<file path="src/hdl/lbcd_pkg.sv">
// Shared types and constants for the LRU block cache directory.
package lbcd_pkg;
	localparam int Capacity = 32;
	localparam int SlotW = $clog2(Capacity);
	localparam int CountW = $clog2(Capacity + 1);
	localparam int ThrW = 6;
	localparam int TagW = 32;
	localparam logic [ThrW-1:0] ThrReset = 6'd24;

	typedef enum logic [1:0] {
		OP_ACQUIRE = 2'd0,
		OP_RELEASE = 2'd1,
		OP_PIN     = 2'd2,
		OP_UNPIN   = 2'd3
	} op_t;

	typedef enum logic [2:0] {
		ST_HIT    = 3'd0,
		ST_MISS   = 3'd1,
		ST_BUSY   = 3'd2,
		ST_FULL   = 3'd3,
		ST_ABSENT = 3'd4
	} status_t;

	// controller -> datapath
	typedef struct packed {
		logic load;      // latch request, compare tags
		logic promote;   // hit acquire: move to MRU, mark acquired
		logic release_m; // clear acquired
		logic pin_set;
		logic pin_clr;
		logic walk_step; // examine rank walk_pos-1
		logic insert;
	} dp_cmd_t;

	// datapath -> controller
	typedef struct packed {
		logic hit;
		logic hit_acq;
		logic walk_go;   // walk should continue
		logic can_insert;
	} dp_sts_t;
endpackage

</file>
<file path="src/hdl/lru_block_cache_directory_core.sv">
// Top level of the LRU block cache directory.
// Channel   | Dir | Group                 | Contents
// request   | in  | s_tvalid/tready/tdata | operation, block_number
// result    | out | m_tvalid/tready/tdata | status, evicted_count, cached_count
// threshold | in  | cfg_we/cfg_wdata      | LRU eviction level
// One request at a time: accept, decode/tag compare, then for an
// acquire miss an eviction walk of one recency rank per cycle (up to
// entry_count ranks, while entry_count is at least the threshold, then
// a step that ends the walk) and an insert step, then the result register.
// Result register parts the sides; the next request is taken once the
// result is loaded. Reset: empty directory, threshold 24.
module lru_block_cache_directory_core (
	input  logic        clk,
	input  logic        arst_n,
	input  logic        s_tvalid,
	output logic        s_tready,
	input  logic [39:0] s_tdata,  // [1:0] operation, [33:2] block_number, rest zero
	output logic        m_tvalid,
	input  logic        m_tready,
	output logic [15:0] m_tdata,  // [2:0] status, [8:3] evicted_count, [14:9] cached_count
	input  logic        cfg_we,
	input  logic [5:0]  cfg_wdata
);
	logic [lbcd_pkg::ThrW-1:0] thr_q;
	lbcd_pkg::dp_cmd_t cmd;
	lbcd_pkg::dp_sts_t sts;
	logic [lbcd_pkg::CountW-1:0] count, evicted;
	logic in_fire, out_free, res_load;
	logic [2:0] res_status;
	logic [14:0] res_q;
	logic vld_q;

	assign in_fire = s_tvalid && s_tready;
	assign out_free = !vld_q || m_tready;

	always_ff @(posedge clk or negedge arst_n) begin
		if (!arst_n) thr_q <= lbcd_pkg::ThrReset;
		else if (cfg_we) thr_q <= cfg_wdata;
	end

	lbcd_ctrl u_ctrl (
		.clk(clk), .arst_n(arst_n), .in_fire(in_fire), .op_in(s_tdata[1:0]),
		.out_free(out_free), .in_ready(s_tready), .res_load(res_load),
		.res_status(res_status), .cmd(cmd), .sts(sts)
	);

	lbcd_datapath u_dp (
		.clk(clk), .arst_n(arst_n), .thr(thr_q),
		.blk_in(s_tdata[33:2]), .cmd(cmd), .sts(sts), .count(count), .evicted(evicted)
	);

	// result register
	always_ff @(posedge clk or negedge arst_n) begin
		if (!arst_n) vld_q <= 1'b0;
		else if (res_load) vld_q <= 1'b1;
		else if (m_tready) vld_q <= 1'b0;
	end
	always_ff @(posedge clk) begin
		if (res_load) res_q <= {6'(count), 6'(evicted), res_status};
	end

	assign m_tvalid = vld_q;
	assign m_tdata = {1'b0, res_q};

`ifndef ASSERT_OFF
	a_no_overwrite: assert property (@(posedge clk) disable iff (!arst_n)
		res_load |-> (!vld_q || m_tready)) else $error("result overwritten");
	a_status_range: assert property (@(posedge clk) disable iff (!arst_n)
		vld_q |-> res_q[2:0] <= 3'd4) else $error("bad status code");
	a_evict_only_miss: assert property (@(posedge clk) disable iff (!arst_n)
		vld_q && res_q[8:3] != 6'd0 |-> (res_q[2:0] == 3'd1 || res_q[2:0] == 3'd3))
		else $error("eviction on non-miss");
`endif
endmodule

</file>
<file path="src/hdl/lbcd_datapath.sv">
// Directory datapath: tags, marks, recency ranks, counters.
module lbcd_datapath (
	input  logic                             clk,
	input  logic                             arst_n,
	input  logic [lbcd_pkg::ThrW-1:0]        thr,
	input  logic [lbcd_pkg::TagW-1:0]        blk_in,
	input  lbcd_pkg::dp_cmd_t                cmd,
	output lbcd_pkg::dp_sts_t                sts,
	output logic [lbcd_pkg::CountW-1:0]      count,
	output logic [lbcd_pkg::CountW-1:0]      evicted
);
	localparam int N = lbcd_pkg::Capacity;
	localparam int SW = lbcd_pkg::SlotW;
	localparam int CW = lbcd_pkg::CountW;

	logic [lbcd_pkg::TagW-1:0] tag_q [N];
	logic [SW-1:0] rank_q [N];
	logic [N-1:0] valid_q, acq_q, pin_q;
	logic [CW-1:0] count_q, evict_q, pos_q;
	logic [lbcd_pkg::TagW-1:0] blk_q;
	logic hit_q;
	logic [SW-1:0] hslot_q;

	logic [N-1:0] match;
	logic [SW-1:0] mslot, free_slot, vslot;
	logic any_free, vfound;
	logic [SW-1:0] want_rank;
	logic [CW:0] cnt_ext;
	logic [CW:0] thr_ext;

	assign want_rank = SW'(pos_q - CW'(1));
	assign cnt_ext = {1'b0, count_q};
	assign thr_ext = (CW+1)'(thr);

	always_comb begin
		match = '0;
		mslot = '0;
		free_slot = '0;
		any_free = 1'b0;
		vslot = '0;
		vfound = 1'b0;
		for (int i = N - 1; i >= 0; i--) begin
			match[i] = valid_q[i] && (tag_q[i] == blk_in);
			if (match[i]) mslot = SW'(i);
			if (!valid_q[i]) begin
				free_slot = SW'(i);
				any_free = 1'b1;
			end
			if (valid_q[i] && rank_q[i] == want_rank) begin
				vslot = SW'(i);
				vfound = 1'b1;
			end
		end
	end

	assign sts.hit = hit_q;
	assign sts.hit_acq = acq_q[hslot_q];
	assign sts.walk_go = (pos_q != '0) && (cnt_ext >= thr_ext);
	assign sts.can_insert = any_free && (count_q < CW'(N));
	assign count = count_q;
	assign evicted = evict_q;

	always_ff @(posedge clk or negedge arst_n) begin
		if (!arst_n) begin
			valid_q <= '0;
			acq_q <= '0;
			pin_q <= '0;
			count_q <= '0;
			evict_q <= '0;
			pos_q <= '0;
			hit_q <= 1'b0;
			hslot_q <= '0;
		end else begin
			if (cmd.load) begin
				hit_q <= |match;
				hslot_q <= mslot;
				blk_q <= blk_in;
				evict_q <= '0;
				pos_q <= count_q;
			end
			if (cmd.promote) begin
				for (int i = 0; i < N; i++)
					if (valid_q[i] && rank_q[i] < rank_q[hslot_q]) rank_q[i] <= rank_q[i] + SW'(1);
				rank_q[hslot_q] <= '0;
				acq_q[hslot_q] <= 1'b1;
			end
			if (cmd.release_m) acq_q[hslot_q] <= 1'b0;
			if (cmd.pin_set) pin_q[hslot_q] <= 1'b1;
			if (cmd.pin_clr) pin_q[hslot_q] <= 1'b0;
			if (cmd.walk_step) begin
				pos_q <= pos_q - CW'(1);
				if (vfound && !pin_q[vslot] && !acq_q[vslot]) begin
					valid_q[vslot] <= 1'b0;
					acq_q[vslot] <= 1'b0;
					pin_q[vslot] <= 1'b0;
					for (int i = 0; i < N; i++)
						if (valid_q[i] && rank_q[i] > want_rank) rank_q[i] <= rank_q[i] - SW'(1);
					count_q <= count_q - CW'(1);
					evict_q <= evict_q + CW'(1);
				end
			end
			if (cmd.insert) begin
				for (int i = 0; i < N; i++)
					if (valid_q[i]) rank_q[i] <= rank_q[i] + SW'(1);
				tag_q[free_slot] <= blk_q;
				valid_q[free_slot] <= 1'b1;
				acq_q[free_slot] <= 1'b1;
				pin_q[free_slot] <= 1'b0;
				rank_q[free_slot] <= '0;
				count_q <= count_q + CW'(1);
			end
		end
	end

`ifndef ASSERT_OFF
	a_count_le_cap: assert property (@(posedge clk) disable iff (!arst_n)
		count_q <= CW'(N)) else $error("count over capacity");
	a_count_matches: assert property (@(posedge clk) disable iff (!arst_n)
		$countones(valid_q) == int'(count_q)) else $error("count mismatch");
	a_insert_free: assert property (@(posedge clk) disable iff (!arst_n)
		cmd.insert |-> any_free) else $error("insert with no free slot");
`endif
endmodule

</file>
<file path="src/hdl/lbcd_ctrl.sv">
// Controller state machine sequencing one request at a time.
module lbcd_ctrl (
	input  logic              clk,
	input  logic              arst_n,
	input  logic              in_fire,
	input  logic [1:0]        op_in,
	input  logic              out_free,
	output logic              in_ready,
	output logic              res_load,
	output logic [2:0]        res_status,
	output lbcd_pkg::dp_cmd_t cmd,
	input  lbcd_pkg::dp_sts_t sts
);
	typedef enum logic [4:0] {
		S_IDLE = 5'b00001,
		S_DEC  = 5'b00010,
		S_WALK = 5'b00100,
		S_INS  = 5'b01000,
		S_OUT  = 5'b10000
	} state_t;

	state_t state_q, state_d;
	logic [1:0] op_q;
	logic [2:0] stat_q, stat_d;

	assign in_ready = (state_q == S_IDLE);
	assign res_load = (state_q == S_OUT) && out_free;
	assign res_status = stat_q;

	always_comb begin
		state_d = state_q;
		stat_d = stat_q;
		cmd = '0;
		unique case (state_q)
			S_IDLE: begin
				if (in_fire) begin
					cmd.load = 1'b1;
					state_d = S_DEC;
				end
			end
			S_DEC: begin
				if (op_q == lbcd_pkg::OP_ACQUIRE) begin
					if (sts.hit) begin
						if (sts.hit_acq) stat_d = lbcd_pkg::ST_BUSY;
						else begin
							cmd.promote = 1'b1;
							stat_d = lbcd_pkg::ST_HIT;
						end
						state_d = S_OUT;
					end else state_d = S_WALK;
				end else if (!sts.hit) begin
					stat_d = lbcd_pkg::ST_ABSENT;
					state_d = S_OUT;
				end else begin
					stat_d = lbcd_pkg::ST_HIT;
					cmd.release_m = (op_q == lbcd_pkg::OP_RELEASE);
					cmd.pin_set = (op_q == lbcd_pkg::OP_PIN);
					cmd.pin_clr = (op_q == lbcd_pkg::OP_UNPIN);
					state_d = S_OUT;
				end
			end
			S_WALK: begin
				if (sts.walk_go) cmd.walk_step = 1'b1;
				else state_d = S_INS;
			end
			S_INS: begin
				if (sts.can_insert) begin
					cmd.insert = 1'b1;
					stat_d = lbcd_pkg::ST_MISS;
				end else stat_d = lbcd_pkg::ST_FULL;
				state_d = S_OUT;
			end
			S_OUT: begin
				if (out_free) state_d = S_IDLE;
			end
			default: state_d = S_IDLE;
		endcase
	end

	always_ff @(posedge clk or negedge arst_n) begin
		if (!arst_n) begin
			state_q <= S_IDLE;
			op_q <= '0;
			stat_q <= '0;
		end else begin
			state_q <= state_d;
			stat_q <= stat_d;
			if (in_fire) op_q <= op_in;
		end
	end

`ifndef ASSERT_OFF
	a_ready_idle: assert property (@(posedge clk) disable iff (!arst_n)
		in_fire |=> state_q == S_DEC) else $error("accept did not start decode");
	a_walk_only_walk: assert property (@(posedge clk) disable iff (!arst_n)
		cmd.walk_step |-> state_q == S_WALK) else $error("walk step outside walk");
	a_one_cmd: assert property (@(posedge clk) disable iff (!arst_n)
		$onehot0(cmd)) else $error("several commands at once");
`endif
endmodule
</file>
<file path="config.mk">
export PLATFORM = sky130hd
export DESIGN_NAME = lru_block_cache_directory_core
export DESIGN_NICKNAME = d
export VERILOG_FILES = /design/src/hdl/lbcd_pkg.sv /design/src/hdl/lru_block_cache_directory_core.sv /design/src/hdl/lbcd_datapath.sv /design/src/hdl/lbcd_ctrl.sv
export SDC_FILE = /design/constraint.sdc
export NUM_CORES = 2
export LEC_CHECK = 0
export BUFFER_PORTS_ARGS = -buffer_cell sky130_fd_sc_hd__buf_2
export CORE_MARGIN = 2
export CORE_UTILIZATION = 35
export CTS_CLUSTER_DIAMETER = 30
export DETAILED_ROUTE_END_ITERATION = 8
export GPL_TIMING_DRIVEN = 0
export PLACE_DENSITY_LB_ADDON = 0.12
export SYNTH_ARGS = -nofsm -noshare
export SYNTH_HDL_FRONTEND = slang
export SYNTH_HIERARCHICAL = 1
export SYNTH_SLANG_ARGS = --single-unit
</file>
<file path="constraint.sdc">
create_clock -name clk -period 9.4 [get_ports clk]
set_clock_uncertainty 0.05 [all_clocks]
set_input_delay 1.41 -clock clk [delete_from_list [all_inputs] [get_ports clk]]
set_output_delay 1.41 -clock clk [all_outputs]
set_load 0.02 [all_outputs]
</file>
==> results by stage <==
Outcome:
- The flow ran to the end, but the final reports show violations.
- The final reports fail on max-capacitance violations, max-slew violations.

Floorplanning:
- The effective utilization at floorplan is 35.2%.
- The vertical die dimension is 465 µm.
- The die is 465 µm wide.
- During I/O placement, the number of pins put on the boundary was 69.
- The number of rows in the core area is 169.
- The floorplan step defined a die boundary enclosing between 200,000 and 250,000 µm².
- The floorplan step defined a core boundary enclosing 212,000 µm².

Synth:
- Sorting the synthesized cells by area gives the leading types as sky130_fd_sc_hd__edfxtp_1, sky130_fd_sc_hd__xor2_1, sky130_fd_sc_hd__ha_1, sky130_fd_sc_hd__xnor2_1, sky130_fd_sc_hd__dfrtp_1.
- The unique cell type count in the Yosys netlist is 117.
- The cell type contributing the most total cell area after synthesis is sky130_fd_sc_hd__edfxtp_1.
- The number of nets in the synthesized netlist is 6,836.
- The cell count after synthesis is 6,390.
- During synthesis, Yosys emitted a total of 6 warnings.
- The number of enable flip-flop cells after synthesis is roughly 1,100.
- The synthesized design devotes to its leading area cell type 43.2% of total area.
- Among all flip-flop cells after synthesis, the most frequent one is sky130_fd_sc_hd__edfxtp_1.
- The post-synth design cell area is 74,400 µm².
- Among all cell types in the netlist, the one instantiated most often is sky130_fd_sc_hd__edfxtp_1.
- Averaged over all synthesized cells, the footprint is 11.6 µm².
- The share of the Yosys chip area taken by registers is 52.1%.
- The commonest cells after synthesis are sky130_fd_sc_hd__edfxtp_1, sky130_fd_sc_hd__xor2_1, sky130_fd_sc_hd__nor2_1, sky130_fd_sc_hd__xnor2_1, sky130_fd_sc_hd__nand2_1.
- After synthesis, the share of flip-flops with an asynchronous set or reset is 10.0%.
- Synthesis inferred 1,368 register bits.

Setup path:
- The slowest stage cell on the critical path is sky130_fd_sc_hd__nor4_2.
- The sum of buffers and inverters on the critical path is 8.
- Data on the critical path is required at its endpoint by 10.12 ns.
- The dominant delay contributor by cell family on the critical path is compound AO/OA/AOI/OAI gates.
- The startpoint kind of the worst setup timing path is a register.
- The worst-case reg-to-reg path depth is 31.
- The setup slack on the worst flop-to-flop path is 0.30 ns.
- The delay of the slowest critical-path stage is roughly 0.67 ns.
- The launching point of the worst reg2reg path is u_dp/pos_q[0].
- The worst register-to-register path ends at u_dp/rank_q[18][4].
- The critical path in this run is classified as register to register.
- For the worst setup path, the data arrival time is 9.82 ns.
- STA classifies the critical path endpoint as a register.
- Of all nets on the critical path, the largest fanout is 12.

Route:
- The number of remaining DRC errors is 0.
- The number of nets with antenna violations after routing is 0.
- The starting DRC count in detailed routing is roughly 7,500.
- Using the TritonRoute via totals, the vias-per-cell ratio works out to approximately 5.9.
- After detailed routing, the total wire length is 339,000 µm.
- The routed layout has 59,300 vias.
- For this run, the detailed router's first-pass iteration total came to 6.
- In the final routed layout, each cell accounts on average for ~33 µm.

Timing:
- The final number of max-transition violations was 16.
- For the pin with the worst max-slew slack, the measured transition is 1.58 ns.
- For this run, the top clock speed supported by timing is 110 MHz.
- The final critical-path share of the clock period is between 90% and 100%.
- The relative slew slack is -5.18%.
- Setup repair after global routing left no endpoint under its margin.
- The number of failing hold endpoints at the final stage is 0.
- Subtracting the final worst setup slack from the clock period gives 9.10 ns.
- The total negative slack for setup checks is 0 ns.
- Setup violations remaining at the end of the flow were counted as 0.
- The setup slack after layout is about 0.30 ns.

Clock network:
- The clock passes through at most 4 buffers.
- Clock-pin slew was measured on the worst setup and hold paths at 0.04 ns.
- The root buffer selected by CTS is sky130_fd_sc_hd__clkbuf_16.
- The TritonCTS buffer count is 380.
- The later pin in the worst-skew pair is clocked with a latency of 0.99 ns.
- The number of clock sinks seen by CTS is 1,368.
- The hold-fix buffer count after cts is 0.
- TritonCTS built the clock tree.
- The H-tree was split into 5 levels.

Power and ir drop:
- Across the VDD grid, the largest voltage drop is 205 µV.
- The total power of the final layout is 22.7 mW.
- The power per cell area is 239 nW/µm².
- The analysis attributes to cell leakage a power of ~36 nW.

Placed design:
- Routability-driven placement finished with a final weighted congestion of ~0.99.
- The count of placed standard cells including taps is 9,446.
- Prior to clock tree synthesis, the placed netlist has a worst setup slack of -0.486 ns.
- In this run the tool buffered the top-level ports with 60 buffer cells.
- Detailed placement finished with a half-perimeter wire length of about 240,000 µm.

Cells and area:
- The area growth from synthesis to layout is 27.4%.
- The finished layout holds approximately 10,000 standard cells, fillers aside.
- For this run, the post-layout net count is 7,458.
- Cells with a size suffix above 1 make up roughly 16% of the layout.

Global route:
- The number of global-route vias before repair came to 56,700.
- The maximum number of pins on one net before global-route repair is 72.
- The initial antenna violation count came to 22.
- The total overflow left after global routing is 0.
- The total track usage is between 30% and 40%.
- The global-route wire length before repair is 461,000 µm.

Min path:
- The tightest min-delay check is of the register to register type.
- The worst hold path endpoint is res_q[0].
- The worst hold path was traced through 0 stages.
- The worst hold path begins at u_ctrl/res_status[0].

Flow run:
- The reported max-cap violation count is 4.
[power breakdown]
group          switching, mW  internal, mW  leakage [nW]  total (mW)
logic                   2.10          1.19          16.7        3.29
clock network           3.79          8.69          6.03        12.5
registers              0.161          6.73          12.8        6.89
total                   6.05          16.6          35.5        22.7
[cell usage in the layout, fill, tap and decap left out, types with 36 or more instances in the layout]
cell type	n
sky130_fd_sc_hd__a211oi_1	49
sky130_fd_sc_hd__a21o_1	72
sky130_fd_sc_hd__a21oi_1	319
sky130_fd_sc_hd__and3_1	52
sky130_fd_sc_hd__and4_1	37
sky130_fd_sc_hd__buf_16	86
sky130_fd_sc_hd__buf_2	110
sky130_fd_sc_hd__bufinv_16	37
sky130_fd_sc_hd__clkbuf_1	196
sky130_fd_sc_hd__clkbuf_16	389
sky130_fd_sc_hd__clkbuf_2	36
sky130_fd_sc_hd__clkinv_1	46
sky130_fd_sc_hd__clkinv_2	63
sky130_fd_sc_hd__dfrtp_1	134
sky130_fd_sc_hd__dfxtp_1	160
sky130_fd_sc_hd__edfxtp_1	1071
sky130_fd_sc_hd__ha_1	378
sky130_fd_sc_hd__inv_1	163
sky130_fd_sc_hd__mux2i_1	42
sky130_fd_sc_hd__mux4_2	61
sky130_fd_sc_hd__nand2_1	402
sky130_fd_sc_hd__nand2b_1	71
sky130_fd_sc_hd__nand3_1	117
sky130_fd_sc_hd__nand4_1	144
sky130_fd_sc_hd__nor2_1	475
sky130_fd_sc_hd__nor2b_1	66
sky130_fd_sc_hd__nor3_1	93
sky130_fd_sc_hd__nor4_1	232
sky130_fd_sc_hd__o21ai_0	182
sky130_fd_sc_hd__or3_1	36
sky130_fd_sc_hd__or4_1	62
sky130_fd_sc_hd__xnor2_1	440
sky130_fd_sc_hd__xor2_1	719
[cells by family after synthesis]
family | share of synthesized area (%)
DFF | 52.1
AOI/OAI and AO/OA | 8.37
muxes | 2.71
and+or+nand+nor | 14.1
other | 0.00504
xor gates and xnor gates | 13.7
adders and majority gates | 6.80
buffers and inverters | 2.24
[registers in the layout, summed over array words and instances (netlist names)]
signal             flops
u_dp/tag_q          1024
u_dp/rank_q          160
u_dp/acq_q            32
u_dp/blk_q            32
u_dp/pin_q            32
u_dp/valid_q          32
res_q                 15
thr_q                  6
u_dp/count             6
u_dp/evicted           6
u_dp/pos_q             6
u_ctrl/state_q         5
u_dp/hslot_q           5
u_ctrl/res_status      3
u_ctrl/op_q            2
m_tvalid               1
u_dp/hit_q             1
[through the flow]
step           utilization (%)  hold WS, ns  instance area, µm²
6_report                  44.8        0.406               94900
5_1_grt                   44.8        0.423               94800
4_1_cts                   44.8        0.405               94700
3_5_place_dp              38.9        0.397               82300
3_3_place_gp              37.0        0.387               78300
2_1_floorplan                -        0.375               74400
[what timing repair did]
action,CTS,global route
endpoints found under the setup margin,2,3
resized for setup,3,9
pin swaps,0,1
endpoints found under the hold margin,0,0
buffers inserted,0,2
[worst max-delay path by stage]
stage	cells after the start	start	end
global placement	8	arst_n	u_dp/rank_q[1][3]
floorplan	28	u_dp/pos_q[0]	u_dp/rank_q[18][4]
CTS	31	u_dp/pos_q[0]	u_dp/rank_q[18][4]
global route	31	u_dp/pos_q[0]	u_dp/rank_q[18][4]
finish	31	u_dp/pos_q[0]	u_dp/rank_q[18][4]
detailed placement	24	u_dp/hslot_q[1]	u_dp/rank_q[21][4]
[area by class of cell]
type	count	area, µm²
timing repair buffer	240	4080
inverter	164	616
clock buffer	493	10500
antenna	9	22.5
multi-input combinational	4609	34300
tap	2821	3530
buffer	249	1140
fill	19400	117000
clock inverter	184	1930
sequential	1368	38800
[worst register-to-register path, delay by kind of cell (launching register included)]
kind	cells	cell delay, ns
flops	1	0.39
buf+inv	8	2.14
fa+ha+maj	3	0.91
compound gates	9	2.64
xor+xnor	2	0.36
simple gates	9	2.47
[per-layer routing]
layer  up-vias  GRT usage, %  part of all wire, %
li1      25100             -                    -
met1     30000          40.5                   41
met3       843          5.56                  8.5
met4         6          15.3                  5.5
met2      3366          47.9                   45
met5         -             0                0.013
Note: power is estimated with default switching activity, not from simulation.
